<file path="config.mk">
export PLATFORM = sky130hd
export DESIGN_NAME = buvs_ctrl
export DESIGN_NICKNAME = d
export VERILOG_FILES = /design/src/buvs_pkg.sv /design/src/buvs_ctrl.sv
export SDC_FILE = /design/constraint.sdc
export NUM_CORES = 1
export LEC_CHECK = 0
export BUFFER_PORTS_ARGS = -buffer_cell sky130_fd_sc_hd__buf_2
export CAP_MARGIN = 10
export CELL_PAD_IN_SITES_DETAIL_PLACEMENT = 1
export CELL_PAD_IN_SITES_GLOBAL_PLACEMENT = 1
export CORE_MARGIN = 2
export CORE_UTILIZATION = 30
export CTS_BUF_LIST = sky130_fd_sc_hd__clkbuf_16
export DETAILED_ROUTE_END_ITERATION = 12
export PLACE_DENSITY_LB_ADDON = 0.3
export SYNTH_ARGS = -nofsm -noshare
export SYNTH_HDL_FRONTEND = slang
export SYNTH_SLANG_ARGS = --single-unit
</file>
<file path="constraint.sdc">
create_clock -name clk -period 1.3 [get_ports clk]
set_input_delay 0.13 -clock clk [delete_from_list [all_inputs] [get_ports clk]]
set_output_delay 0.13 -clock clk [all_outputs]
set_load 0.02 [all_outputs]
</file>
<file path="src/buvs_pkg.sv">
package buvs_pkg;

  localparam int MAX_BOXES  = 4096;
  localparam int COORD_BITS = 21;
  localparam int IDX_W      = $clog2(MAX_BOXES);
  localparam int CNT_W      = $clog2(MAX_BOXES + 1);
  localparam int LEN_W      = COORD_BITS + 1;
  localparam int VOL_W      = 64;
  localparam int COUNT_OUT_W = 13;

  localparam logic [1:0] ST_OK   = 2'd0;
  localparam logic [1:0] ST_INV  = 2'd1;
  localparam logic [1:0] ST_FULL = 2'd2;

  typedef logic signed [COORD_BITS-1:0] coord_t;
  typedef logic [LEN_W-1:0] len_t;

  localparam coord_t ONE = coord_t'(1);

  typedef struct packed {
    coord_t xl;
    coord_t xh;
    coord_t yl;
    coord_t yh;
    coord_t zl;
    coord_t zh;
  } box_t;

  // Commands from the controller to the datapath.
  typedef struct packed {
    logic       start;
    logic       rd_en;
    logic       latch;
    logic       emit;
    logic       append;
    logic       finish;
    logic [1:0] status;
  } cmd_t;

  // Status from the datapath to the controller.
  typedef struct packed {
    logic inverted;
    logic more_src;
    logic full;
    logic mask_empty;
    logic mask_last;
    logic turn_on;
    logic vol_idle;
  } sts_t;

  function automatic len_t span_len(coord_t lo, coord_t hi);
    logic [COORD_BITS:0] d;
    d = {hi[COORD_BITS-1], hi} - {lo[COORD_BITS-1], lo};
    return len_t'(d) + len_t'(1);
  endfunction

  function automatic coord_t cmax(coord_t a, coord_t b);
    return (a > b) ? a : b;
  endfunction

  function automatic coord_t cmin(coord_t a, coord_t b);
    return (a < b) ? a : b;
  endfunction

endpackage

</file>
<file path="src/buvs_ctrl.sv">
module buvs_ctrl
  import buvs_pkg::*;
(
  input  logic clk,
  input  logic rst,
  input  logic in_valid,
  output logic in_ready,
  output logic out_valid,
  input  logic out_ready,
  input  sts_t sts,
  output cmd_t cmd
);

  localparam logic [2:0] S_IDLE   = 3'd0;
  localparam logic [2:0] S_NEXT   = 3'd1;
  localparam logic [2:0] S_RD     = 3'd2;
  localparam logic [2:0] S_LATCH  = 3'd3;
  localparam logic [2:0] S_EMIT   = 3'd4;
  localparam logic [2:0] S_APPEND = 3'd5;
  localparam logic [2:0] S_DRAIN  = 3'd6;

  logic [2:0] state, state_next;
  logic [1:0] status, status_next;
  logic       out_slot_free;

  assign in_ready      = (state == S_IDLE);
  assign out_slot_free = !out_valid || out_ready;

  always_comb begin
    state_next  = state;
    status_next = status;
    cmd         = '0;
    cmd.status  = status;
    unique case (state)
      S_IDLE: begin
        if (in_valid) begin
          cmd.start   = 1'b1;
          status_next = ST_OK;
          state_next  = S_NEXT;
        end
      end
      S_NEXT: begin
        if (sts.inverted) begin
          status_next = ST_INV;
          state_next  = S_DRAIN;
        end else if (sts.more_src) begin
          state_next = S_RD;
        end else if (sts.turn_on) begin
          state_next = S_APPEND;
        end else begin
          state_next = S_DRAIN;
        end
      end
      S_RD: begin
        cmd.rd_en  = 1'b1;
        state_next = S_LATCH;
      end
      S_LATCH: begin
        cmd.latch  = 1'b1;
        state_next = S_EMIT;
      end
      S_EMIT: begin
        if (sts.mask_empty) begin
          state_next = S_NEXT;
        end else if (sts.full) begin
          status_next = ST_FULL;
          state_next  = S_DRAIN;
        end else begin
          cmd.emit = 1'b1;
          if (sts.mask_last) begin
            state_next = S_NEXT;
          end
        end
      end
      S_APPEND: begin
        if (sts.full) begin
          status_next = ST_FULL;
        end else begin
          cmd.append = 1'b1;
        end
        state_next = S_DRAIN;
      end
      S_DRAIN: begin
        if (sts.vol_idle && out_slot_free) begin
          cmd.finish = 1'b1;
          state_next = S_IDLE;
        end
      end
      default: state_next = S_IDLE;
    endcase
  end

  always_ff @(posedge clk) begin
    status <= status_next;
    if (rst) begin
      state     <= S_IDLE;
      out_valid <= 1'b0;
    end else begin
      state <= state_next;
      if (cmd.finish) begin
        out_valid <= 1'b1;
      end else if (out_ready) begin
        out_valid <= 1'b0;
      end
    end
  end

endmodule

</file>
-- Word level (Yosys, flattened, before mapping)
Index checks and enable logic that the tools add are counted.
W data, S select, Z words.
- eq/ne operators: 11
- mux-type cells: 26
- reduce and logical (&&, ||, !) cells: 8
- operator list (kind ; number):
    $mux W3 ; 7
    $pmux W3 S7 ; 1
    $mux W1 ; 12
    $mux W2 ; 5
    $eq A3 B3 Y1 const B ; 3
    $ne A2 B2 Y1 const B ; 4
    $pmux W2 S4 ; 1
    $eq A3 B2 Y1 const B ; 2
    $ne A4 B4 Y1 const B ; 1
    $reduce_and A4 Y1 ; 1
    $reduce_bool A4 Y1 ; 1
    $eq A3 B1 Y1 const B ; 1
    $logic_not A3 Y1 ; 1
    $reduce_and A3 Y1 ; 1
    $reduce_bool A2 Y1 ; 1
    $logic_and A1 B1 Y1 ; 1
    $logic_not A1 Y1 ; 1
    $logic_or A1 B1 Y1 ; 1
- register bits: 6
- input port bits: 11
- output and inout bits: 10
- logic and storage cells: 48

-- Logic depth before layout (Yosys ltp)
- depth in word-level cells: 6
- gate-level depth with buffers: 5
- gate-level depth less buffers: 4

-- Worst setup path before layout
No wires, ideal clock.
- path kind: reg2out
- from: register state[2]
- to: output port cmd[7] (netlist bit)
- arrival: 1.335 ns
- data required time: 1.170 ns
- path slack: -0.165 ns
- stages on the path, launching flop included: 4
- path buffers: 1
- cell sequence: dfxtp_1 > buf_6 > nor3_1 > and2_1
- RTL lines (what ; RTL line ; RTL):
    from (decl) ; buvs_ctrl.sv:22 ; logic [2:0] state, state_next;
    from (signal assigned) ; buvs_ctrl.sv:99 ; state <= state_next;
    to (decl) ; buvs_ctrl.sv:11 ; output cmd_t cmd

==> impl_metrics.toml <==
[run_status]
status = "finished with violations"
violations = "negative setup slack"

[yosys]
synth_top_area_cell = "dfxtp_1"
syn_inst = 51
synth_area_leaders = "dfxtp_1 18%, edfxtp_1 14%, nor2_1 6.0%"
synthesis.nets = 62
synthDistinctLibCells = 28
synth.avg_cell_area_sq_um = 8.56
ys_seq_elements = 6
yosysWarnings = 0
ys_seq_area_share_pct = 32.1
synthesis.area_sq_um = 437
netlist.area_leader.share_pct = 18.3

[worst_setup_path]
endpoint_kind = "output pin"
required_ns = 1.17
cp-start-kind = "flip-flop"
crit_type = "flip-flop to output pin"
cp.arrival_ns = 1.19
r2r_slack_ns = 0.06
crit_path_cell_trace = "buf_6 -> nor3_4 -> and2_4 -> buf_6"
crit_path_frequent_cell = "buf_6"
critPathSlowestCell = "dfxtp_4"
cp_max_fo = 6
cp_slowest_stage_delay_ns = 0.36
cp_top_family = "flip-flops"
crit_buf_inv = 2

[drt]
top_layer_used = "met3"
antenna_left = 0
post-route-drc-count = 0
drt_wl_total_microns = 1280
route.met2.wl_microns = 640
vias = 456
via_per_inst = 4.80
met3WireLength_microns = 61
wl_per_cell_microns = 13.5
first_iter_violations = 4
first_pass_iters = 3
met1_length_microns = 576

[power]
ir_drop_uv = 737
p_leak_uw = 0.000343
total_power_uw = 1340
power.density_mw_per_mm2 = 1860

[floorplan]
die_h_microns = 42.2
start_util_pct = 32.7
die_area_sq_mm = 0.00178
ios = 21
fp.dieW_microns = 42.2
num_rows = 13
coreArea_sq_mm = 0.00133

[layout]
drive_above_1_share_pct = 56.3
utilization_pct = 53.9
final_area_sq_um = 719
syn_to_final_growth_pct = 64.8
diodes = 0
nets = 92
seqCellArea_sq_um = 149
multi_input_area_sq_um = 277
fill_cells = 175
instances_no_fill = 95

[clocking]
clockRootBuffer = "clkbuf_16"
clock_latency_ns = 0.23
clk_path_buf_depth = 2
clock-sinks = 6
clk_transition_reported_paths_ns = 0.03
cts_tree = "done"
h-tree-depth = 1
cts_buffers = 3

[timing]
min_period_over_period_pct = 102
tightest_slew_ns = 0.238
period_needed_ns = 1.32
fin_ws_ns = -0.0240
final-hold-violation-count = 0
rsz0062_at_grt = "true"
finClkSkew_ns = 0.00417
relSlewSlack_pct = 84.0
fmax_ghz = 0.755
fin_hold_ws_ns = 0.123
slew_viol_final = 0
setup_viol = 1

[global_routing]
grt_pass1_wl_microns = 1900
antenna_found_initial = 0
grt_pass1_vias = 444
grtUsageTotal_pct = 15.2
grt_max_degree = 7
overflow = 0

[placed_design]
placedCellCount = 87
dp_hpwl_microns = 930
dpl-instance-area_sq_um = 561
port_buffers = 20
routabilityCongestion = 0.844

[hold_path]
min_path_type = "input port to flip-flop"

[job]
drv_cap = 0
==> cells by family (layout without fill, tap and decap cells) <==
family | count (synthesis) | after routing | synth area share (%)
DFF | 6 | 6 | 32.1
buffers and inverters | 6 | 35 | 9.46
AOI/OAI and AO/OA | 11 | 11 | 15.2
and+or+nand+nor | 27 | 27 | 41.0
muxes | 1 | 1 | 2.29
==> synth_stat cells, drive strengths merged <==
cell and number:
a21o 1, a21oi 4, o21ai 2, a32oi 1
or2 1, buf 3, edfxtp 2, dfxtp 4
nand2b 3, nor2 8, nor2b 2, nor3 2
a31oi 2, nand2 6, mux2i 1, nor3b 1
and2 2, inv 3, and3 1, o21a 1
nor4b 1
==> flip-flops by register name, summed over array words and instances (netlist names) <==
name	flops
out_valid	1
state	3
status	2
==> metrics by stage <==
stage	setup TNS, ns	worst slack [ns]
2_1_floorplan	0	0.0646
5_1_grt	-0.138	-0.0736
6_report	-0.0240	-0.0240
3_3_place_gp	0	0.0653
4_1_cts	-0.0466	-0.0427
3_5_place_dp	0	0.0747
==> power breakdown <==
part	switching, uW	internal [uW]
clock network	116	400
logic	271	254
registers	43.1	252
==> final cells by class <==
type / instances / area share, %
tap: 15 / 2.61
multi-input combinational: 39 / 38.4
timing repair buffer: 28 / 25.7
inverter: 3 / 1.57
sequential: 6 / 20.7
clock inverter: 1 / 0.522
clock buffer: 3 / 10.4
==> cells in the final DEF (no fill, tap or decap), types with 2 or more instances in the layout <==
master and instances:
nand2b_1 2, nor2_1 6, edfxtp_1 2, buf_6 4
a21oi_1 4, nor2_4 2, nand2_1 5, dfxtp_4 2
clkbuf_16 3, a31oi_1 2, o21ai_0 2, buf_2 16
buf_4 8, inv_1 4
==> timing repair <==
| item | 4_1_cts | 5_1_grt |
|---|---|---|
| resized for setup | 15 | 2 |
| buffers inserted | 2 | 2 |
| hold buffers | 0 | 0 |
| endpoints found under the setup margin | 7 | 5 |
| pin swaps | 3 | 3 |
| gates cloned | 0 | 0 |
==> metal layers <==
metal | up-vias | GRT usage [%]
li1 | 229 | -
met2 | 13 | 24.1
met3 | 0 | 7.76
met5 | - | 0
met1 | 214 | 16.7
met4 | 0 | 7.50
==> final timing paths <==
path | from | to | cells after the start
worst min-delay path | rst | state[2]$_SDFFE_PP0P_ | 2
worst max register to register | state[2]$_SDFFE_PP0P_ | status[1]$_DFFE_PP_ | 5
worst min register to register | out_valid$_SDFFE_PP0P_ | out_valid$_SDFFE_PP0P_ | 2
worst max-delay path | state[1]$_SDFFE_PP0P_ | cmd[7] | 4
No activity file was read; power rests on OpenSTA's default activity.
